===== config.mk =====
export PLATFORM = sky130hd
export DESIGN_NAME = fsmap_rcls
export DESIGN_NICKNAME = d
export VERILOG_FILES = /design/src/hw/rtl/fsmap_pkg.sv /design/src/hw/rtl/fsmap_rcls.sv
export SDC_FILE = /design/constraint.sdc
export NUM_CORES = 1
export LEC_CHECK = 0
export ABC_AREA = 1
export BUFFER_PORTS_ARGS = -buffer_cell sky130_fd_sc_hd__buf_2
export CORE_ASPECT_RATIO = 2
export CORE_UTILIZATION = 40
export DETAILED_ROUTE_END_ITERATION = 10
export PLACE_DENSITY = 0.54
export SLEW_MARGIN = 30
export SYNTH_ARGS = -nofsm -noshare
export SYNTH_HDL_FRONTEND = slang
export SYNTH_SLANG_ARGS = --single-unit

===== constraint.sdc =====
create_clock -name clk -period 5.1 [get_ports clk]
set_clock_uncertainty 0.15 [all_clocks]
set_input_delay 1.02 -clock clk [delete_from_list [all_inputs] [get_ports clk]]
set_output_delay 1.02 -clock clk [all_outputs]
set_load 0.05 [all_outputs]

===== src/hw/rtl/fsmap_pkg.sv =====
`timescale 1ns / 1ps

package fsmap_pkg;

  localparam int DEF_MAX_PAGES = 8192;
  localparam int LANES = 16;
  localparam logic [15:0] UPB_RESET = 16'd4064;
  localparam logic [4:0] CLASS_MAX = 5'd15;
  // 2^19 / 15 rounded up; exact for every 16-bit dividend.
  localparam logic [31:0] RECIP_15 = 32'd34953;
  localparam int RECIP_SHIFT = 19;

  localparam logic [1:0] FUNC_ALLOC = 2'd0;
  localparam logic [1:0] FUNC_SET = 2'd1;
  localparam logic [1:0] FUNC_READ = 2'd2;
  localparam logic [1:0] FUNC_CLEAR = 2'd3;

  localparam logic [1:0] OUT_OK = 2'd0;
  localparam logic [1:0] OUT_TOO_BIG = 2'd1;
  localparam logic [1:0] OUT_FULL = 2'd2;

  typedef struct packed {
    logic [1:0] func;
    logic [15:0] bytes_needed;
    logic [12:0] page_index;
    logic [3:0] class_value;
    logic [13:0] page_count;
  } in_item_t;

  typedef struct packed {
    logic [12:0] result_page;
    logic [3:0] result_class;
    logic [1:0] outcome;
    logic appended;
  } out_item_t;

  typedef struct packed {
    logic done;
    logic too_big;
    logic [3:0] cls;
  } rcls_res_t;

  typedef enum logic [1:0] {
    RC_IDLE,
    RC_BKT,
    RC_RUN
  } rcls_state_t;

  typedef enum logic [2:0] {
    ST_CLR,
    ST_IDLE,
    ST_CLS,
    ST_SCAN,
    ST_WRD_RD,
    ST_WRD_USE,
    ST_FIN
  } ctrl_state_t;

endpackage


===== src/hw/rtl/fsmap_rcls.sv =====
`timescale 1ns / 1ps

module fsmap_rcls (
  input  logic clk,
  input  logic rst_n,
  input  logic start,
  input  logic [15:0] bytes,
  input  logic [15:0] upb,
  output fsmap_pkg::rcls_res_t res
);
  import fsmap_pkg::*;

  rcls_state_t st_r, st_nxt;
  logic [15:0] bytes_r, bytes_nxt;
  logic [15:0] bucket_r, bucket_nxt;
  logic [19:0] acc_r, acc_nxt;
  logic [4:0] k_r, k_nxt;
  rcls_res_t res_r, res_nxt;
  logic [31:0] prod;
  logic [15:0] quot;

  assign prod = 32'(upb) * RECIP_15;
  assign quot = 16'(prod >> RECIP_SHIFT);
  assign res = res_r;

  always_ff @(posedge clk) begin
    if (!rst_n) begin
      st_r <= RC_IDLE;
      res_r <= '0;
    end else begin
      st_r <= st_nxt;
      res_r <= res_nxt;
    end
    bytes_r <= bytes_nxt;
    bucket_r <= bucket_nxt;
    acc_r <= acc_nxt;
    k_r <= k_nxt;
  end

  always_comb begin
    st_nxt = st_r;
    bytes_nxt = bytes_r;
    bucket_nxt = bucket_r;
    acc_nxt = acc_r;
    k_nxt = k_r;
    res_nxt = res_r;
    res_nxt.done = 1'b0;
    case (st_r)
      RC_IDLE: begin
        if (start) begin
          bytes_nxt = bytes;
          st_nxt = RC_BKT;
        end
      end
      RC_BKT: begin
        // A page register below fifteen would give a zero bucket.
        bucket_nxt = (quot == '0) ? 16'd1 : quot;
        acc_nxt = '0;
        k_nxt = '0;
        if (bytes_r > upb) begin
          res_nxt = '{done: 1'b1, too_big: 1'b1, cls: 4'd0};
          st_nxt = RC_IDLE;
        end else begin
          st_nxt = RC_RUN;
        end
      end
      RC_RUN: begin
        // Smallest k with k * bucket >= bytes is the ceiling quotient.
        if (acc_r >= 20'(bytes_r)) begin
          res_nxt = '{done: 1'b1, too_big: 1'b0, cls: k_r[3:0]};
          st_nxt = RC_IDLE;
        end else if (k_r == CLASS_MAX) begin
          res_nxt = '{done: 1'b1, too_big: 1'b1, cls: 4'd0};
          st_nxt = RC_IDLE;
        end else begin
          acc_nxt = acc_r + 20'(bucket_r);
          k_nxt = k_r + 5'd1;
        end
      end
      default: st_nxt = RC_IDLE;
    endcase
  end

endmodule


# Word level (Yosys, flattened, before mapping)
# Cells that the tools add are included.
# Widths: inputs -> output; s select.
# totals
regBits	65
inputBits	35
out_inout_bits	6
elab_cells	44
# op_classes
n_addsub	2
multipliers	1
order_cmp	2
n_eq_ne	8
mux	15
n_reduce_logical	7
# op_table
cell	n
$mux 20	2
$pmux 20 s2	1
$mul 16x16->32 const B	1
$add 20x16->20	1
$ge 20x16->1	1
$mux 6	3
$gt 16x16->1	1
$logic_not 16->1	1
$pmux 6 s2	1
$mux 5	2
$pmux 5 s2	1
$mux 2	4
$ne 2x2->1 const B	4
$pmux 2 s3	1
$reduce_and 3->1	2
$add 5x1->5 const B	1
$eq 5x4->1 const B	1
$reduce_and 2->1	2
$ne 3x3->1 const B	1
$eq 2x1->1 const B	1
$eq 2x2->1 const B	1
$logic_not 2->1	1
$reduce_bool 2->1	1

# Logic depth before layout (Yosys ltp)
# logic_depth
ltp_word	4
mapped_depth	22
mapped_depth_nobuf	22

# Worst setup path after synthesis
# No wires, ideal clock.
# synth_path
kind	input -> register
start	in upb[3]
end	reg bucket_r[0] (data pin)
setup_time_ns	0.253
arrival_ns	4.328
required_time_ns	4.697
path_slack_ns	0.369
stages	20
path_buffers	0
cell_sequence	ha_1 fa_1 inv_1 fa_1 inv_1 ha_1 ha_1 ha_1 nand2_2 inv_1 a21oi_2 inv_1 a21oi_2 nor2_1 nor2_1 nand3_1 nand2_1 nor2_1 nand3_1 nand2_1
# synth_between
elab_chain_cells	2
# synth_rtl
item	line_no	rtl
start: declaration	fsmap_rcls.sv:8	input logic [15:0] upb,
$mul 16x16->32 *	fsmap_rcls.sv:22	assign prod = 32'(upb) * RECIP_15;
$logic_not 16->1	fsmap_rcls.sv:57	bucket_nxt = (quot == '0) ? 16'd1 : quot;
end signal: assignment	fsmap_rcls.sv:35	bucket_r <= bucket_nxt;
end: declaration	fsmap_rcls.sv:15	logic [15:0] bucket_r, bucket_nxt;
# Mark *: on every way between the ends. The rest lies on a longest branch, timed or not.
# A chain may end at the register's enable or synchronous reset.

# Worst setup path in the final report
# layout_path
start	in upb[2]
end	reg bucket_r[0] (data pin)
# The elaborated chain is that of the path after synthesis.

==> metrics.md <==
| Metric | Value |
|---|---|
| Synth Area in Compound Gates | 0.07842 |
| Slew Viols, Final | 0 |
| Tmin final | 4.764 ns |
| Postcts setup bufs | 0 |
| H-tree lvl count | 3 |
| Worst path top cell family by delay | adder cells |
| Synth top area cells | ha_1, edfxtp_1, nand2_1 |
| All-Layer GR Usage | 0.2343 |
| Combinational Power Share | 0.532 |
| Clk pwr share | 0.236 |
| Flop pwr share | 0.232 |
| Vias per std cell | 4.969 |
| Remaining global-route overflow | 0 |
| Yosys reg bits | 62 |
| Gate Count Post-Synth | 941 |
| Max Freq | 209.9 MHz |
| Simple-gate share of the synthesized area | 0.2397 |
| Leak | 4.426 nW |
| CTS Buffer Depth | 2 |
| Initial antenna violation count | 0 |
| Area leader, netlist | ha_1 |
| Routed wire per std cell | 16.13 um |
| Pwr dens | 374.8 nW/um^2 |
| Largest family of logic cells by synthesized area | adder cells |
| Die area | 18280 sq um |
| RSZ-0062 raised after global routing | no |
| Most frequent cells after synthesis | nand2_1, inv_1, ha_1 |
| Area delta synth->final | 13.53% |
| Synth top area share | 0.2596 |
| Cell with the most instances after synthesis | nand2_1 |
| Synth Area in Adders | 0.3161 |
| WS Path Type | in2reg |
| FF-to-FF setup slack | 1.91 ns |
| Ys Warns | 0 |
| Worst-path fanout max | 4 |
| Switch share | 0.4412 |
| Layout cells sized above 1 | 0.1064 |
| N_diodes | 0 |
| Starting Density | 0.4102 |
| CP Cell Sequence | buf_2 -> ha_1 -> fa_1 -> inv_1 -> fa_1 -> inv_1 -> ha_1 -> ha_1 -> ha_1 -> nand2_1 -> nor2_2 -> nand2_1 -> nor2_1 -> nand3_1 -> nand3_1 -> nand2_1 -> nand2_1 -> nand4_1 -> nor2_1 -> nand3_1 -> nand2_1 |
| Async SR Flop Fraction | 0 |
| TritonCTS clock tree | built |
| DRC violations left | 0 |
| Max-Cap Viols | 0 |
| Synth cell types | 35 |
| Syn Area/Cell | 7.528 sq um |
| CP startpoint kind | input port |
| Port bufs | 40 |
| CP Data Required Time | 5.15 ns |
| Total Power | 0.003015 W |
| Number of flops mapped to enable cells by yosys | 54 |
| Crit-path max cell delay | 0.55 ns |
| Mux cell area share after synthesis | 0 |
| Seq/Total Area, Yosys | 0.2515 |
| Top_reg_cell synth | edfxtp_1 |
| WP buf/inv | 3 |
| Final period util | 0.9341 |
| Post-Synth XOR/XNOR Area | 0.002473 |
| ANT nets after route | 0 |
| Sw power | 0.001330 W |
| CTS root buffer | clkbuf_16 |
| CP Capture Type | flip-flop |
| Internal | 0.001685 W |
| # rows | 68 |
| Via Count | 6087 |
| Critical path arrival | 4.81 ns |
| Die X | 96.10 um |
| Routability cong. | 0.9443 |
| TritonRoute pass-1 iters | 4 |
| CTS sink cnt | 62 |
| Resized Gates After CTS | 0 |
| DR iter-0 viols | 179 |
| Status | finished clean |
| Vias in the first global route | 6308 |
| Relative slew slack | 0.4392 |
| Largest net degree at the start of global routing | 23 |
| Post-DP Area | 7696 sq um |
| Final Cell Area | 8043 sq um |
| Hold Crit Class | reg2reg |
| Core Area | 17270 sq um |
| Hold buffer count at cts | 0 |
| Worst vdd ir | 0.1810 mV |
| Top Ports | 41 |
| Routed wire length | 19.76 mm |
| Finish-stage setup viols | 0 |
| CTS buffer count | 9 |
| Clock transition at path regs | 0.06 ns |
| Die height | 190.2 um |
| Nets | 1212 |
| Slowest cell on crit path | fa_1 |
| Hold Fails Final Rpt | 0 |
| Worst Max-Slew Pin Slew | 0.8412 ns |
| Clk_lat worst skew | 0.33 ns |
| Syn nets | 1143 |
| First-pass GRT wire length | 30.88 mm |
| DP Wirelength | 17.32 mm |
| Mapped Area | 7084 sq um |
| Worst path most repeated cell | nand2_1 |
sequential cells by signal, indices dropped and copies added (netlist names):
register  count
bucket_r     13
res           6
bytes_r      16
st_r          2
k_r           5
acc_r        20
worst reg2reg max path: cells and delay by family, from the launching register on:
kind / cells / cell delay, ns
buffers and inverters: 2 / 0.45
DFF: 1 / 0.52
adders and majority gates: 1 / 0.34
and+or+nand+nor: 6 / 1.03
AOI/OAI and AO/OA: 2 / 0.36
final timing paths:
kind,startpoint,to,cells past startpoint
setup / recovery,upb[2],bucket_r[0]$_SDFFCE_PN1P_,21
hold reg to reg,res[2]$_SDFFE_PN0P_,res[2]$_SDFFE_PN0P_,2
setup reg to reg,acc_r[13]$_SDFFCE_PN0P_,acc_r[15]$_SDFFCE_PN0P_,11
hold / removal,res[2]$_SDFFE_PN0P_,res[2]$_SDFFE_PN0P_,2
final cells by class:
type                    instances  area (sq um)
fillers                      1783          9229
multi-input cells             668          4513
flip-flops and latches         62          1782
inverters                     208         780.7
repair buffers                 61         357.8
well taps                     210         262.8
clock buffers                   9         225.2
clock inverters                 7         121.4
per-layer routing:
metal / vias up / track usage / share of wire / wire length [um]
met1: 2745 / 0.1991 / 0.33 / 6531
met5: - / 0 / 0 / 0
met3: 72 / 0.02038 / 0.014 / 267
li1: 3160 / - / - / -
met2: 110 / 0.4460 / 0.55 / 10790
met4: 0 / 0.2216 / 0.11 / 2175
stage by stage:
| stage | TNS [ns] | cells | util | hold slack (ns) | worst slack, ns |
|---|---|---|---|---|---|
| 6_report | 0 | 1225 | 0.4657 | 0.3082 | 0.3361 |
| 4_1_cts | 0 | 1225 | 0.4657 | 0.3161 | 0.3185 |
| 3_3_place_gp | 0 | 1209 | 0.4456 | 0.2941 | 0.02510 |
| 3_5_place_dp | -0.02193 | 1209 | 0.4456 | 0.3020 | -0.02193 |
| 5_1_grt | 0 | 1225 | 0.4657 | 0.3575 | 0.002605 |
| 2_1_floorplan | 0 | 941 | - | 0.3161 | 0.3690 |
layout by cell type (no fill, tap or decap), types with 4 or more instances in the layout:
master / Yosys / layout
nand2_1: 237 / 237
inv_1: 204 / 204
ha_1: 147 / 147
nor2_1: 75 / 74
a21oi_1: 56 / 56
edfxtp_1: 54 / 54
nand3_1: 41 / 41
buf_2: 0 / 40
buf_4: 0 / 21
o21ai_0: 20 / 20
fa_1: 20 / 20
nand2_2: 11 / 11
nand4_1: 10 / 10
clkbuf_16: 0 / 9
dfxtp_1: 8 / 8
nor3_1: 7 / 7
nor2_2: 6 / 7
o21ai_1: 6 / 6
o21a_1: 5 / 5
nor2_4: 4 / 4
power groups by stage:
stage / Clock, W / Sequential [W] / Combinational, W
3_5_place_dp: 0 / 0.000712 / 0.00161
4_1_cts: 0.000721 / 0.000702 / 0.00162
3_3_place_gp: 0 / 0.000712 / 0.00160
6_report: 0.000712 / 0.000700 / 0.00160
5_1_grt: 0.000745 / 0.000707 / 0.00183
2_1_floorplan: 0 / 0.000708 / 0.00111
cell families (layout without fill, tap and decap cells):
logic type | Yosys count | count (layout)
adders and majority gates | 167 | 167
AOI/OAI and AO/OA | 101 | 101
buffers and inverters | 211 | 285
xor gates and xnor gates | 2 | 2
and+or+nand+nor | 398 | 398
DFF | 62 | 62
(Power assumes the default switching activity.)
