[src/hw/rtl/fsmap_pkg.sv]
`timescale 1ns / 1ps

package fsmap_pkg;

  localparam int DEF_MAX_PAGES = 8192;
  localparam int LANES = 16;
  localparam logic [15:0] UPB_RESET = 16'd4064;
  localparam logic [4:0] CLASS_MAX = 5'd15;
  // 2^19 / 15 rounded up; exact for every 16-bit dividend.
  localparam logic [31:0] RECIP_15 = 32'd34953;
  localparam int RECIP_SHIFT = 19;

  localparam logic [1:0] FUNC_ALLOC = 2'd0;
  localparam logic [1:0] FUNC_SET = 2'd1;
  localparam logic [1:0] FUNC_READ = 2'd2;
  localparam logic [1:0] FUNC_CLEAR = 2'd3;

  localparam logic [1:0] OUT_OK = 2'd0;
  localparam logic [1:0] OUT_TOO_BIG = 2'd1;
  localparam logic [1:0] OUT_FULL = 2'd2;

  typedef struct packed {
    logic [1:0] func;
    logic [15:0] bytes_needed;
    logic [12:0] page_index;
    logic [3:0] class_value;
    logic [13:0] page_count;
  } in_item_t;

  typedef struct packed {
    logic [12:0] result_page;
    logic [3:0] result_class;
    logic [1:0] outcome;
    logic appended;
  } out_item_t;

  typedef struct packed {
    logic done;
    logic too_big;
    logic [3:0] cls;
  } rcls_res_t;

  typedef enum logic [1:0] {
    RC_IDLE,
    RC_BKT,
    RC_RUN
  } rcls_state_t;

  typedef enum logic [2:0] {
    ST_CLR,
    ST_IDLE,
    ST_CLS,
    ST_SCAN,
    ST_WRD_RD,
    ST_WRD_USE,
    ST_FIN
  } ctrl_state_t;

endpackage

[src/hw/rtl/fsmap_ctrl.sv]
`timescale 1ns / 1ps

module fsmap_ctrl #(
  parameter int MAX_PAGES = fsmap_pkg::DEF_MAX_PAGES,
  parameter int AW = 9
) (
  input  logic clk,
  input  logic rst_n,
  input  logic in_valid,
  output logic in_stall,
  input  fsmap_pkg::in_item_t in_data,
  output logic out_valid,
  input  logic out_stall,
  output fsmap_pkg::out_item_t out_data,
  output logic rc_start,
  input  fsmap_pkg::rcls_res_t rc_res,
  output logic mem_we,
  output logic [AW-1:0] mem_waddr,
  output logic [63:0] mem_wdata,
  output logic mem_re,
  output logic [AW-1:0] mem_raddr,
  input  logic [63:0] mem_rdata
);
  import fsmap_pkg::*;

  localparam int NWORDS = (MAX_PAGES + LANES - 1) / LANES;
  localparam int IW = AW + 4;
  localparam int XW = AW + 5;
  localparam int CW = $clog2(MAX_PAGES + 1);

  ctrl_state_t st_r, st_nxt;
  in_item_t item_r, item_nxt;
  out_item_t res_r, res_nxt;
  out_item_t out_data_r, out_data_nxt;
  logic out_valid_r, out_valid_nxt;
  logic [3:0] req_r, req_nxt;
  logic [CW-1:0] piu_r, piu_nxt;
  logic [AW:0] ra_r, ra_nxt;
  logic rv_r, rv_nxt;
  logic [AW-1:0] ca_r, ca_nxt;
  logic [IW-1:0] op_page_r, op_page_nxt;
  logic [AW-1:0] clr_a_r, clr_a_nxt;
  logic clr_out_r, clr_out_nxt;

  logic [XW-1:0] nw;
  logic hit;
  logic [3:0] hit_lane;
  logic [3:0] hit_sum;
  logic [63:0] hit_word;
  logic [63:0] put_word;
  logic [4:0] sum;
  logic [3:0] op_lane;

  assign out_valid = out_valid_r;
  assign out_data = out_data_r;
  assign op_lane = op_page_r[3:0];
  assign nw = XW'((XW'(piu_r) + XW'(LANES - 1)) >> 4);

  // First lane in use of the returned word whose class still takes the request.
  always_comb begin
    hit = 1'b0;
    hit_lane = '0;
    hit_sum = '0;
    sum = '0;
    for (int j = 0; j < LANES; j++) begin
      sum = {1'b0, mem_rdata[4*j +: 4]} + {1'b0, req_r};
      if (!hit && !sum[4] && (XW'({ca_r, 4'(j)}) < XW'(piu_r))) begin
        hit = 1'b1;
        hit_lane = 4'(j);
        hit_sum = sum[3:0];
      end
    end
  end

  always_comb begin
    for (int j = 0; j < LANES; j++) begin
      hit_word[4*j +: 4] = (4'(j) == hit_lane) ? hit_sum : mem_rdata[4*j +: 4];
      put_word[4*j +: 4] = (4'(j) == op_lane) ? res_r.result_class : mem_rdata[4*j +: 4];
    end
  end

  always_ff @(posedge clk) begin
    if (!rst_n) begin
      st_r <= ST_CLR;
      out_valid_r <= 1'b0;
      piu_r <= '0;
      rv_r <= 1'b0;
      clr_a_r <= '0;
      clr_out_r <= 1'b0;
    end else begin
      st_r <= st_nxt;
      out_valid_r <= out_valid_nxt;
      piu_r <= piu_nxt;
      rv_r <= rv_nxt;
      clr_a_r <= clr_a_nxt;
      clr_out_r <= clr_out_nxt;
    end
    item_r <= item_nxt;
    res_r <= res_nxt;
    out_data_r <= out_data_nxt;
    req_r <= req_nxt;
    ra_r <= ra_nxt;
    ca_r <= ca_nxt;
    op_page_r <= op_page_nxt;
  end

  always_comb begin
    st_nxt = st_r;
    item_nxt = item_r;
    res_nxt = res_r;
    out_data_nxt = out_data_r;
    out_valid_nxt = out_valid_r;
    req_nxt = req_r;
    piu_nxt = piu_r;
    ra_nxt = ra_r;
    rv_nxt = rv_r;
    ca_nxt = ca_r;
    op_page_nxt = op_page_r;
    clr_a_nxt = clr_a_r;
    clr_out_nxt = clr_out_r;
    in_stall = 1'b1;
    rc_start = 1'b0;
    mem_we = 1'b0;
    mem_waddr = clr_a_r;
    mem_wdata = '0;
    mem_re = 1'b0;
    mem_raddr = ra_r[AW-1:0];

    if (out_valid_r && !out_stall) begin
      out_valid_nxt = 1'b0;
    end

    case (st_r)
      ST_CLR: begin
        mem_we = 1'b1;
        clr_a_nxt = clr_a_r + AW'(1);
        if (clr_a_r == AW'(NWORDS - 1)) begin
          clr_a_nxt = '0;
          st_nxt = clr_out_r ? ST_FIN : ST_IDLE;
        end
      end
      ST_IDLE: begin
        in_stall = 1'b0;
        if (in_valid) begin
          item_nxt = in_data;
          res_nxt = '0;
          case (in_data.func)
            FUNC_ALLOC: begin
              rc_start = 1'b1;
              st_nxt = ST_CLS;
            end
            FUNC_SET, FUNC_READ: begin
              op_page_nxt = IW'(in_data.page_index);
              res_nxt.result_page = in_data.page_index;
              if (in_data.func == FUNC_SET) begin
                res_nxt.result_class = in_data.class_value;
              end
              if ({4'b0, in_data.page_index} < 17'(MAX_PAGES)) begin
                st_nxt = ST_WRD_RD;
              end else begin
                st_nxt = ST_FIN;
              end
            end
            default: begin
              if ({3'b0, in_data.page_count} >= 17'(MAX_PAGES)) begin
                piu_nxt = CW'(MAX_PAGES);
              end else begin
                piu_nxt = CW'(in_data.page_count);
              end
              clr_out_nxt = 1'b1;
              clr_a_nxt = '0;
              st_nxt = ST_CLR;
            end
          endcase
        end
      end
      ST_CLS: begin
        if (rc_res.done) begin
          if (rc_res.too_big) begin
            res_nxt.outcome = OUT_TOO_BIG;
            st_nxt = ST_FIN;
          end else begin
            req_nxt = rc_res.cls;
            ra_nxt = '0;
            rv_nxt = 1'b0;
            st_nxt = ST_SCAN;
          end
        end
      end
      ST_SCAN: begin
        // One word of sixteen pages is issued per cycle and checked in the next cycle.
        if (XW'(ra_r) < nw) begin
          mem_re = 1'b1;
          ra_nxt = ra_r + (AW+1)'(1);
          rv_nxt = 1'b1;
          ca_nxt = ra_r[AW-1:0];
        end else begin
          rv_nxt = 1'b0;
        end
        if (rv_r && hit) begin
          mem_we = 1'b1;
          mem_waddr = ca_r;
          mem_wdata = hit_word;
          res_nxt.result_page = 13'({ca_r, hit_lane});
          res_nxt.result_class = hit_sum;
          rv_nxt = 1'b0;
          st_nxt = ST_FIN;
        end else if (!rv_r && (XW'(ra_r) >= nw)) begin
          if (XW'(piu_r) < XW'(MAX_PAGES)) begin
            op_page_nxt = IW'(piu_r);
            res_nxt.result_page = 13'(piu_r);
            res_nxt.result_class = req_r;
            res_nxt.appended = 1'b1;
            piu_nxt = piu_r + CW'(1);
            st_nxt = ST_WRD_RD;
          end else begin
            res_nxt.outcome = OUT_FULL;
            st_nxt = ST_FIN;
          end
        end
      end
      ST_WRD_RD: begin
        mem_re = 1'b1;
        mem_raddr = op_page_r[IW-1:4];
        st_nxt = ST_WRD_USE;
      end
      ST_WRD_USE: begin
        if (item_r.func == FUNC_READ) begin
          res_nxt.result_class = mem_rdata[{op_lane, 2'b00} +: 4];
        end else begin
          // Set and append both place the class held in the result.
          mem_we = 1'b1;
          mem_waddr = op_page_r[IW-1:4];
          mem_wdata = put_word;
        end
        st_nxt = ST_FIN;
      end
      ST_FIN: begin
        if (!out_valid_r || !out_stall) begin
          out_data_nxt = res_r;
          out_valid_nxt = 1'b1;
          st_nxt = ST_IDLE;
        end
      end
      default: st_nxt = ST_IDLE;
    endcase
  end

endmodule

[config.mk]
export PLATFORM = sky130hd
export DESIGN_NAME = fsmap_ctrl
export DESIGN_NICKNAME = d
export VERILOG_FILES = /design/src/hw/rtl/fsmap_pkg.sv /design/src/hw/rtl/fsmap_ctrl.sv
export SDC_FILE = /design/constraint.sdc
export NUM_CORES = 1
export LEC_CHECK = 0
export BUFFER_PORTS_ARGS = -buffer_cell sky130_fd_sc_hd__buf_2
export CAP_MARGIN = 25
export CELL_PAD_IN_SITES_DETAIL_PLACEMENT = 1
export CELL_PAD_IN_SITES_GLOBAL_PLACEMENT = 1
export CORE_MARGIN = 5
export CORE_UTILIZATION = 43
export CTS_CLUSTER_DIAMETER = 100
export CTS_CLUSTER_SIZE = 8
export DETAILED_ROUTE_END_ITERATION = 12
export GPL_ROUTABILITY_DRIVEN = 0
export GPL_TIMING_DRIVEN = 0
export PLACE_DENSITY_LB_ADDON = 0.05
export SYNTH_ARGS = -nofsm -noshare
export SYNTH_HDL_FRONTEND = slang
export SYNTH_SLANG_ARGS = --single-unit
[constraint.sdc]
create_clock -name clk -period 7.65 [get_ports clk]
set_clock_uncertainty 0.15 [all_clocks]
set_input_delay 1.9125 -clock clk [delete_from_list [all_inputs] [get_ports clk]]
set_output_delay 1.9125 -clock clk [all_outputs]
set_load 0.005 [all_outputs]
[Yosys cells after proc, flatten, opt, wreduce, memory -nomap -nowiden]
Index checks and enable logic that the tools add are counted.
Cells by class
  $add $sub $neg: 20
  multipliers: 0
  div/mod/pow operators: 0
  $lt $le $gt $ge: 20
  equality and inequality tests: 56
  shift operators: 1
  multiplexer cells: 150
  bitwise gates (word level): 2
  reduce and logical (&&, ||, !) cells: 95
Operators with widths (count)
  two-way mux 4 bit: 64
  less-than comparator 13 x 14 -> 1 bit: 16
  two-way mux 64 bit: 2
  one-hot mux 64 bit (2 select lines): 1
  two-way mux 14 bit: 6
  adder 4 x 4 -> 5 bit: 16
  two-way mux 13 bit: 5
  == test 4 bit (first input constant): 16
  variable part select 64 x 7 -> 4 bit: 1
  two-way mux 9 bit: 6
  one-hot mux 13 bit (2 select lines): 2
  two-way mux 17 bit: 3
  two-way mux 20 bit: 2
  one-hot mux 9 bit (2 select lines): 2
  logical AND 1 bit: 34
  logical NOT 1 bit: 34
  == test 3 x 4 -> 1 bit (first input constant): 8
  two-way mux 1 bit: 31
  two-way mux 10 bit: 3
  one-hot mux 14 bit (2 select lines): 1
  two-way mux 3 bit: 9
  != test 2 bit (second input constant): 13
  one-hot mux 3 bit (7 select lines): 1
  one-hot mux 10 bit (2 select lines): 1
  other kinds (39): 67
Word-level totals
  register bits: 107
  latch bits: 0
  bits in writable memories: 0
  memory bits (read-only): 0
  input bits: 123
  output and inout port bits: 107
  logic and storage cells: 363
  memories kept: 0

[Depth between registers and ports, before layout]
Gate-level depths: netlist of run 1.
  word-level depth: 68
  depth in mapped cells: 19
  depth with buffers taken out: 17

[Worst setup path after synthesis of run 1]
OpenSTA, ideal clock, no wires.
  kind: input-to-output
  start point: input mem_rdata[12]
  end point: output mem_wdata[0]
  data arrival time: 4.976 ns
  required time: 5.588 ns
  path slack: 0.611 ns
  stages: 15
  path buffers: 3
  cells stage by stage: ha_1 -> fa_1 -> a21o_1 -> a21o_1 -> a21o_1 -> a41oi_2 -> nor2_1 -> buf_2 -> and3_1 -> clkbuf_1 -> nor4_1 -> and4_1 -> buf_6 -> nand2_1 -> o221ai_1
Between the ends
  word-level cells in the longest chain between the ends: 57
  elaborated cells on any way between the ends: 84
  those cells by class: add/sub: 1; mux: 42; reduce/logical: 41
Ends and longest elaborated chain
  start, declared: RTL line fsmap_ctrl.sv:22  | input logic [63:0] mem_rdata
  adder 4 x 4 -> 5 bit *: RTL line fsmap_ctrl.sv:66  | sum = {1'b0, mem_rdata[4*j +: 4]} + {1'b0, req_r};
  logical NOT 1 bit: RTL line fsmap_ctrl.sv:67  | if (!hit && !sum[4] && (XW'({ca_r, 4'(j)}) < XW'(piu_r))) begin
  logical AND 1 bit (2 in a row): RTL line fsmap_ctrl.sv:67
  two-way mux 1 bit: RTL line fsmap_ctrl.sv:67
  logical NOT 1 bit: RTL line fsmap_ctrl.sv:67
  logical AND 1 bit (2 in a row): RTL line fsmap_ctrl.sv:67
  two-way mux 1 bit: RTL line fsmap_ctrl.sv:67
  logical NOT 1 bit: RTL line fsmap_ctrl.sv:67
  (+38 left out)
  two-way mux 1 bit: RTL line fsmap_ctrl.sv:67
  logical NOT 1 bit: RTL line fsmap_ctrl.sv:67
  logical AND 1 bit (2 in a row): RTL line fsmap_ctrl.sv:67
  two-way mux 4 bit: RTL line fsmap_ctrl.sv:67
  logical NOT 4 bit: RTL line fsmap_ctrl.sv:77  | hit_word[4*j +: 4] = (4'(j) == hit_lane) ? hit_sum : mem_rdata[4*j +: 4];
  two-way mux 4 bit: RTL line fsmap_ctrl.sv:77
  two-way mux 64 bit *: RTL line fsmap_ctrl.sv:200  | if (rv_r && hit) begin
  one-hot mux 64 bit (2 select lines) *: RTL line fsmap_ctrl.sv:133  | case (st_r)
  end, declared: RTL line fsmap_ctrl.sv:19  | output logic [63:0] mem_wdata,
Every way passes the cells marked *; elsewhere a longest branch is shown, timed or not.

[Final worst setup path of run 1]
  start point: input mem_rdata[12]
  end point: output mem_wdata[2]
The elaborated chain is that of the path after synthesis.

==> flow_metrics.py, run 1 <==
metrics = {
    "power": {
        "p_total_mw": 2.547,
        "p_leak_nw": 5.748,
        "ir_drop_v": 0.0001181,
        "p_per_area_nw_per_um2": 185.0,
    },
    "floorplan": {
        "rows": 60,
        "fp.dieArea_um2": 30260,
        "die_h_um": 174.0,
        "core_um2": 26730,
        "io_pins": 230,
        "start_util_pct": 43.25,
        "die_w_um": 174.0,
    },
    "critical_path": {
        "crit_required_ns": 5.59,
        "path_max_fanout": 7,
        "setup.worst_path.end_class": "primary output",
        "cp_cell_sequence": "buf_2 -> ha_1 -> fa_1 -> a21o_1 -> a21o_2 -> a21o_1 -> a41oi_4 -> buf_4 -> nor3_4 -> nand4bb_1 -> nor4b_2 -> and4_1 -> buf_6 -> mux2i_1 -> o22ai_1 -> buf_2",
        "crit_slowest_cell": "fa_1",
        "crit_arrival_ns": 5.57,
        "start_kind": "input port",
        "worst-setup-path-type": "in -> out",
        "slowest_delay_ns": 0.40,
    },
    "logic_synthesis": {
        "avgSynthCellArea_um2": 8.737,
        "yosysSeqAreaShare_pct": 25.29,
        "synthTopCellsByCount": "111 x a21oi_1, 105 x mux2i_1, 104 x nor2_1",
        "synth_flop_cell": "edfxtp_1",
        "syn_inst": 1323,
        "async_flop_share_pct": 0,
        "synthMostInstantiatedCell": "a21oi_1",
        "synth_edf_count": 78,
        "yosys_warnings": 0,
        "yosysTopAreaCellShare_pct": 20.26,
        "netlist_top_cells_area": "edfxtp_1 20%, ha_1 10%, mux2i_1 9.1%",
        "synth_nets": 1556,
        "ys_ff_latch": 107,
        "ys_types": 84,
        "synth_area_um2": 11560,
        "yosysTopAreaCell": "edfxtp_1",
    },
    "sta": {
        "slew_headroom_pct": 21.42,
        "fin_crit_ns": 7.635,
        "slew_viol_final": 0,
        "rsz0062_at_grt": "true",
        "max_slew.worst_pin.slew_ns": 1.179,
        "setup_violations": 0,
        "finalHoldViolCount": 0,
        "post-route-period-util_pct": 99.81,
        "fmax_ghz": 0.1310,
    },
    "placed_design": {
        "io_buffers": 211,
        "place_area_um2": 13120,
        "hpwl_um": 41960,
        "place_inst": 1881,
    },
    "outcome": {
        "status": "finished, final reports clean",
    },
    "grt": {
        "grt_pass1_vias": 12910,
        "grt.overflow.total": 0,
        "grt_pass1_wl_um": 78830,
        "grt_usage_pct": 33.37,
        "antenna_found_initial": 1,
        "grt_max_degree": 20,
    },
    "final_layout": {
        "insertedDiodeCount": 0,
        "layout.nets": 1799,
        "fin_area_um2": 13760,
        "drive_above_1_share_pct": 21.96,
        "utilization_pct": 51.50,
        "areaGrowthSynthToFinish_pct": 19.08,
        "finalNonFillerCells": 1912,
    },
    "route": {
        "firstDrtPassIters": 6,
        "drt-wirelength-per-cell_um": 27.74,
        "dr_wl_met3_um": 5453,
        "drcViolationCount": 0,
        "ant_nets": 0,
        "routed_wl_um": 53040,
        "viasPerCell": 6.711,
        "top_layer_used": "met5",
        "wl_met1_um": 21990,
        "first_iter_violations": 1677,
        "route.met2.wl_um": 23600,
        "vias": 12830,
    },
    "cts": {
        "clockBufferDepth": 2,
        "cts_hold_buf": 0,
        "cts_tree": "built",
        "path_clk_slew_ns": 0.07,
        "cts-buffers-inserted": 9,
        "clk_latency_ns": 0.36,
        "cts_max_level": 3,
        "cts.sinks": 107,
        "cts-root-buf": "clkbuf_16",
    },
    "job": {
        "cap_violations": 0,
    },
    "min_path": {
        "hold_class": "reg -> reg",
    },
}
==> through the flow <==
stage	setup WS, ns	setup TNS (ns)	hold slack, ns
finish	0.01485	0	0.2729
global route	-0.01673	-0.03023	0.2894
CTS	-0.01306	-0.01306	0.2746
detailed placement	-0.6641	-9.625	0.2563
global placement	-0.6456	-6.205	0.2515
floorplan	0.6114	0	0.2503
==> layout by cell type (no fill, tap or decap), types with 48 or more instances in the layout <==
| cell | count |
|---|---|
| inv_1 | 48 |
| o21ai_0 | 84 |
| buf_2 | 217 |
| nand2_1 | 81 |
| nor2_1 | 103 |
| mux2i_1 | 105 |
| a21oi_1 | 107 |
| clkbuf_1 | 52 |
| edfxtp_1 | 78 |
| o22ai_1 | 67 |
| ha_1 | 94 |
==> what timing repair did <==
item,in CTS,in global routing
endpoints found under the setup margin,50,47
pin swaps,3,4
setup buffers,5,10
gates resized for setup,25,31
==> cell families (layout without fill, tap and decap cells) <==
kind of cell | after synthesis | in the layout | synth area share [%]
muxes | 135 | 135 | 13.96
adders and majority gates | 110 | 110 | 12.95
AOI/OAI and AO/OA | 424 | 424 | 23.57
xor gates and xnor gates | 55 | 55 | 4.168
DFF | 107 | 107 | 25.29
buffers and inverters | 126 | 374 | 4.287
and+or+nand+nor | 366 | 366 | 15.78
==> state kept, by name (all words and copies together) (netlist names) <==
signal / count
clr_a_r: 9
ra_r: 10
clr_out_r: 1
rv_r: 1
out_valid: 1
item_r: 2
res_r: 20
ca_r: 9
op_page_r: 13
st_r: 3
piu_r: 14
req_r: 4
out_data: 20
==> report_power, final <==
part / leakage (nW) / switching (mW) / internal (mW)
Combinational: 4.66 / 0.828 / 0.464
Sequential: 0.951 / 0.0707 / 0.718
Clock: 0.134 / 0.238 / 0.228
Total: 5.75 / 1.14 / 1.41
==> layout make-up <==
| type | instances | area [µm²] |
|---|---|---|
| clock inverters | 6 | 60.06 |
| multi-input cells | 1090 | 8341 |
| well taps | 341 | 426.7 |
| fillers | 3251 | 12960 |
| plain buffers | 74 | 320.3 |
| flip-flops and latches | 107 | 2923 |
| inverters | 51 | 191.4 |
| repair buffers | 233 | 1274 |
| clock buffers | 10 | 229.0 |
==> critical path, delay by kind of cell <==
family                     cells  cell delay (ns)
AOI/OAI and AO/OA              5             1.16
adders and majority gates      2             0.63
buffers and inverters          4             0.63
muxes                          1             0.20
and+or+nand+nor                4             1.04
==> path summary, 6_finish.rpt <==
kind	start	endpoint	slack, ns	depth (start not counted)
max reg2reg	piu_r[11]	op_page_r[7]	2.01	15
max	mem_rdata[12]	mem_wdata[2]	0.01	16
min reg2reg	res_r[19]	out_data[19]	0.27	0
min	res_r[19]	out_data[19]	0.27	0
==> per-layer routing <==
metal	vias to the layer above	global-route usage, %
met3	147	6.546
met5	-	0
li1	5561	-
met2	761	52.78
met1	6361	46.09
met4	2	10.89
No activity file was read; power rests on OpenSTA's default activity.
==> run 2: changes to the inputs <==
--- a/config.mk
+++ b/config.mk
@@ -10,7 +10,7 @@
 export CELL_PAD_IN_SITES_DETAIL_PLACEMENT = 1
 export CELL_PAD_IN_SITES_GLOBAL_PLACEMENT = 1
 export CORE_MARGIN = 5
-export CORE_UTILIZATION = 43
+export CORE_UTILIZATION = 46
 export CTS_CLUSTER_DIAMETER = 100
 export CTS_CLUSTER_SIZE = 8
 export DETAILED_ROUTE_END_ITERATION = 12
==> constraint.sdc (replaced) <==
create_clock -name clk -period 9.1 [get_ports clk]
set_clock_uncertainty 0.15 [all_clocks]
set_input_delay 2.275 -clock clk [delete_from_list [all_inputs] [get_ports clk]]
set_output_delay 2.275 -clock clk [all_outputs]
set_load 0.005 [all_outputs]
==> flow_metrics.py, run 2 (synthesis gave the netlist of run 1 again) <==
metrics = {
    "outcome": {
        "status": "finished, final reports clean",
    },
    "sta": {
        "slew_headroom_pct": 19.50,
        "setup_violations": 0,
        "slew_viol_final": 0,
        "fin_crit_ns": 8.959,
        "max_slew.worst_pin.slew_ns": 1.207,
        "rsz0062_at_grt": "false",
        "post-route-period-util_pct": 98.45,
        "fmax_ghz": 0.1116,
        "finalHoldViolCount": 0,
        "fin_tns_setup_ns": 0,
    },
    "cts": {
        "clockBufferDepth": 2,
        "cts.sinks": 107,
        "path_clk_slew_ns": 0.08,
        "clk_latency_ns": 0.36,
        "cts-buffers-inserted": 9,
        "cts_max_level": 3,
        "cts-root-buf": "clkbuf_16",
        "post-cts-setup-buffer-count": 0,
        "cts_tree": "built",
    },
    "critical_path": {
        "r2r-end": "res_r[13]",
        "worstReg2RegStart": "piu_r[11]",
        "endpoint": "mem_wdata[0]",
        "critPathLaunch": "mem_rdata[12]",
        "rr_worst_depth": 15,
        "path_max_fanout": 10,
        "worst-setup-path-type": "in -> out",
        "regToRegSetupSlack_ns": 3.26,
        "crit_arrival_ns": 6.53,
        "start_kind": "input port",
        "setup.worst_path.end_class": "primary output",
        "crit_required_ns": 6.68,
    },
    "route": {
        "dr_wl_met3_um": 5599,
        "viasPerCell": 6.771,
        "first_iter_violations": 1388,
        "routed_wl_um": 51090,
        "firstDrtPassIters": 6,
        "vias": 12790,
        "drt-wirelength-per-cell_um": 27.04,
        "route.met2.wl_um": 22450,
        "drcViolationCount": 0,
        "ant_nets": 0,
        "top_layer_used": "met4",
        "wl_met1_um": 20920,
    },
    "final_layout": {
        "layout.nets": 1787,
        "final_common_cell": "buf_2",
        "fill_cells": 3080,
        "drive_above_1_share_pct": 19.31,
        "areaGrowthSynthToFinish_pct": 16.54,
        "insertedDiodeCount": 0,
        "utilization_pct": 53.96,
        "final_cell_mix": "218 x buf_2, 110 x a21oi_1, 105 x mux2i_1, 104 x nor2_1, 94 x ha_1",
    },
    "min_path": {
        "hold_class": "reg -> reg",
        "min_path_cells": 0,
    },
    "power": {
        "p_leak_nw": 5.637,
        "ir_drop_v": 0.00009247,
        "p_per_area_nw_per_um2": 156.1,
    },
    "grt": {
        "grt.overflow.total": 0,
        "grt_pass1_wl_um": 76870,
        "antenna_found_initial": 1,
        "grt_max_degree": 20,
        "grt_pass1_vias": 12690,
        "grt_usage_pct": 34.72,
    },
    "floorplan": {
        "die_h_um": 168.5,
        "start_util_pct": 46.30,
        "io_pins": 230,
        "rows": 58,
        "die_w_um": 168.5,
        "core_um2": 24960,
        "fp.dieArea_um2": 28400,
    },
    "placed_design": {
        "io_buffers": 211,
        "hpwl_um": 40840,
    },
    "job": {
        "cap_violations": 0,
    },
}
==> run 2: what timing repair did <==
item,4_1_cts,5_1_grt
setup endpoints to repair,0,2
hold buffers,0,0
hold endpoints to repair,0,0
gates resized for setup,0,4
==> run 2: worst min-delay path by stage <==
stage	start	endpoint	slack (ns)
after floorplan	res_r[0]	out_data[0]	0.25
after global placement	res_r[13]	out_data[13]	0.25
after detailed placement	res_r[7]	out_data[7]	0.26
after CTS	res_r[9]	out_data[9]	0.28
after global routing	res_r[7]	out_data[7]	0.29
final	res_r[12]	out_data[12]	0.27
==> run 2: where the power goes <==
part           switching [mW]  total (mW)  internal [mW]  leakage [nW]
Combinational           0.672        1.04          0.368          4.55
Clock                   0.206       0.398          0.193         0.139
Sequential             0.0601       0.664          0.604         0.951
==> run 2: layout make-up <==
type                    count  area, µm²  area share, %
flip-flops and latches    107       2923          21.70
multi-input cells        1090       8163          60.60
inverters                  51      191.4          1.421
repair buffers            220       1186          8.806
plain buffers              75      305.3          2.266
well taps                 330      412.9          3.065
clock inverters             6      60.06         0.4458
clock buffers              10      229.0          1.700
==> run 2: critical path: stages <==
cell and delay, ns:
buf_2 0.14, ha_1 0.23, fa_1 0.40, a21o_1 0.17, a21o_1 0.28, a21o_1 0.24, a41oi_4 0.48, nor2_1 0.14
buf_2 0.22, and3_1 0.16, clkbuf_1 0.24, nor4_1 0.54, and4_1 0.29, buf_6 0.12, nand2_1 0.08, o221ai_1 0.33
buf_2 0.18
==> run 2: layer usage <==
metal / up-vias / track usage (%)
li1: 5541 / -
met1: 6290 / 48.07
met2: 798 / 53.81
met3: 162 / 7.800
met4: 0 / 11.71
met5: - / 0.8696
==> run 2: metrics by stage <==
stage / instance area (µm²) / hold WS [ns] / std cells / total power, mW / setup WS [ns]
finish: 13470 / 0.2724 / 1889 / 2.102 / 0.1407
global route: 13470 / 0.2873 / 1889 / 2.197 / 0.08352
CTS: 13410 / 0.2761 / 1886 / 2.061 / 0.05965
detailed placement: 13120 / 0.2563 / 1870 / 1.664 / 0.08013
global placement: 13030 / 0.2549 / 1864 / 1.627 / 0.08141
floorplan: 11560 / 0.2503 / 1323 / 1.297 / 1.336
==> run 3: changes to the inputs <==
--- a/config.mk
+++ b/config.mk
@@ -17,6 +17,7 @@
 export GPL_ROUTABILITY_DRIVEN = 0
 export GPL_TIMING_DRIVEN = 0
 export PLACE_DENSITY_LB_ADDON = 0.05
+export SETUP_SLACK_MARGIN = 0.2
 export SYNTH_ARGS = -nofsm -noshare
 export SYNTH_HDL_FRONTEND = slang
 export SYNTH_SLANG_ARGS = --single-unit
==> flow_metrics.py, run 3 (synthesis gave the netlist of run 1 again) <==
metrics = {
    "sta": {
        "finalHoldViolCount": 0,
        "post-route-period-util_pct": 96.66,
        "setup_slack_ns": 0.3036,
        "setup_violations": 0,
        "slew_headroom_pct": 21.45,
        "fmax_ghz": 0.1137,
        "max_slew.worst_pin.slew_ns": 1.178,
        "slew_viol_final": 0,
        "fin_tns_setup_ns": 0,
        "fin_crit_ns": 8.796,
        "rsz0062_at_grt": "false",
    },
    "job": {
        "cap_violations": 0,
    },
    "cts": {
        "cts-root-buf": "clkbuf_16",
        "clk_latency_ns": 0.37,
        "cts.sinks": 107,
        "path_clk_slew_ns": 0.08,
        "cts_hold_buf": 0,
        "cts_max_level": 3,
        "post-cts-setup-buffer-count": 0,
        "cts_tree": "built",
        "cts-buffers-inserted": 9,
        "clockBufferDepth": 2,
    },
    "route": {
        "drcViolationCount": 0,
        "routed_wl_um": 51060,
        "firstDrtPassIters": 6,
        "viasPerCell": 6.782,
        "first_iter_violations": 1441,
        "ant_nets": 0,
        "drt-wirelength-per-cell_um": 27.03,
        "vias": 12810,
    },
    "grt": {
        "grt_pass1_wl_um": 76960,
        "grt.overflow.total": 0,
        "grt_max_degree": 20,
        "grt_pass1_vias": 12690,
        "grt_usage_pct": 34.75,
        "antenna_found_initial": 1,
    },
    "power": {
        "ir_drop_v": 0.00009154,
        "p_leak_nw": 5.635,
        "p_per_area_nw_per_um2": 156.0,
        "p_total_mw": 2.102,
    },
    "floorplan": {
        "start_util_pct": 46.30,
        "die_w_um": 168.5,
        "rows": 58,
        "io_pins": 230,
        "die_h_um": 168.5,
        "fp.dieArea_um2": 28400,
        "core_um2": 24960,
    },
    "final_layout": {
        "final_cell_mix": "218 x buf_2, 110 x a21oi_1, 105 x mux2i_1, 104 x nor2_1, 94 x ha_1",
        "drive_above_1_share_pct": 19.38,
        "areaGrowthSynthToFinish_pct": 16.59,
        "layout.nets": 1786,
        "final_common_cell": "buf_2",
        "utilization_pct": 53.98,
        "fill_cells": 3076,
    },
    "placed_design": {
        "io_buffers": 211,
        "hpwl_um": 40840,
        "dp_slack_ns": 0.08013,
    },
    "critical_path": {
        "crit_required_ns": 6.68,
        "worst-setup-path-type": "in -> out",
        "path_max_fanout": 10,
        "crit_arrival_ns": 6.37,
        "setup.worst_path.end_class": "primary output",
        "start_kind": "input port",
    },
    "min_path": {
        "hold_class": "reg -> reg",
    },
    "outcome": {
        "status": "finished, final reports clean",
    },
}
run 3: critical path: stages:
cell      delay [ns]
buf_2           0.14
ha_1            0.23
fa_1            0.40
a21o_1          0.17
a21o_1          0.28
a21o_1          0.24
a41oi_4         0.48
nor2_1          0.14
buf_2           0.22
and3_1          0.16
clkbuf_1        0.25
nor4_2          0.39
and4_1          0.26
buf_6           0.12
nand2_1         0.08
o221ai_1        0.33
buf_2           0.18
run 3: power by group:
| group | internal, mW | switching, mW |
|---|---|---|
| clock | 0.193 | 0.205 |
| combinational | 0.369 | 0.672 |
| sequential | 0.604 | 0.0603 |
| total | 1.17 | 0.937 |
run 3: what timing repair did:
action,in CTS,in global routing
cloned,0,0
pin swaps,0,0
gates resized for setup,3,2
endpoints found under the setup margin,4,4
run 3: metrics by stage:
stage	hold WS [ns]	instances	cell area, µm²
detailed placement	0.2563	1870	13120
finish	0.2725	1889	13480
global placement	0.2549	1864	13030
floorplan	0.2503	1323	11560
CTS	0.2761	1886	13430
global route	0.2873	1888	13470
run 3: layout make-up:
class / count / area [µm²] / area share (%)
Multi-Input combinational cell: 1090 / 8174 / 60.65
Tap cell: 330 / 412.9 / 3.064
Sequential cell: 107 / 2923 / 21.69
Buffer: 75 / 305.3 / 2.265
Clock inverter: 6 / 60.06 / 0.4456
Antenna cell: 1 / 2.502 / 0.01857
Clock buffer: 10 / 229.0 / 1.699
Inverter: 51 / 191.4 / 1.420
Timing Repair Buffer: 219 / 1179 / 8.746
run 3: path summary, 6_finish.rpt:
check                              startpoint           end  slack, ns  depth (start not counted)
worst min-delay path                res_r[12]  out_data[12]       0.27                          0
worst min register to register      res_r[12]  out_data[12]       0.27                          0
worst max register to register      piu_r[11]     res_r[13]       3.29                         15
worst max-delay path            mem_rdata[12]  mem_wdata[0]       0.30                         17
run 3: metal layers:
layer | global-route usage (%) | part of all wire, % | vias up
li1 | - | - | 5530
met2 | 53.91 | 44 | 798
met5 | 0.8696 | 0 | -
met3 | 7.520 | 11 | 143
met4 | 11.68 | 3.9 | 0
met1 | 48.28 | 41 | 6341
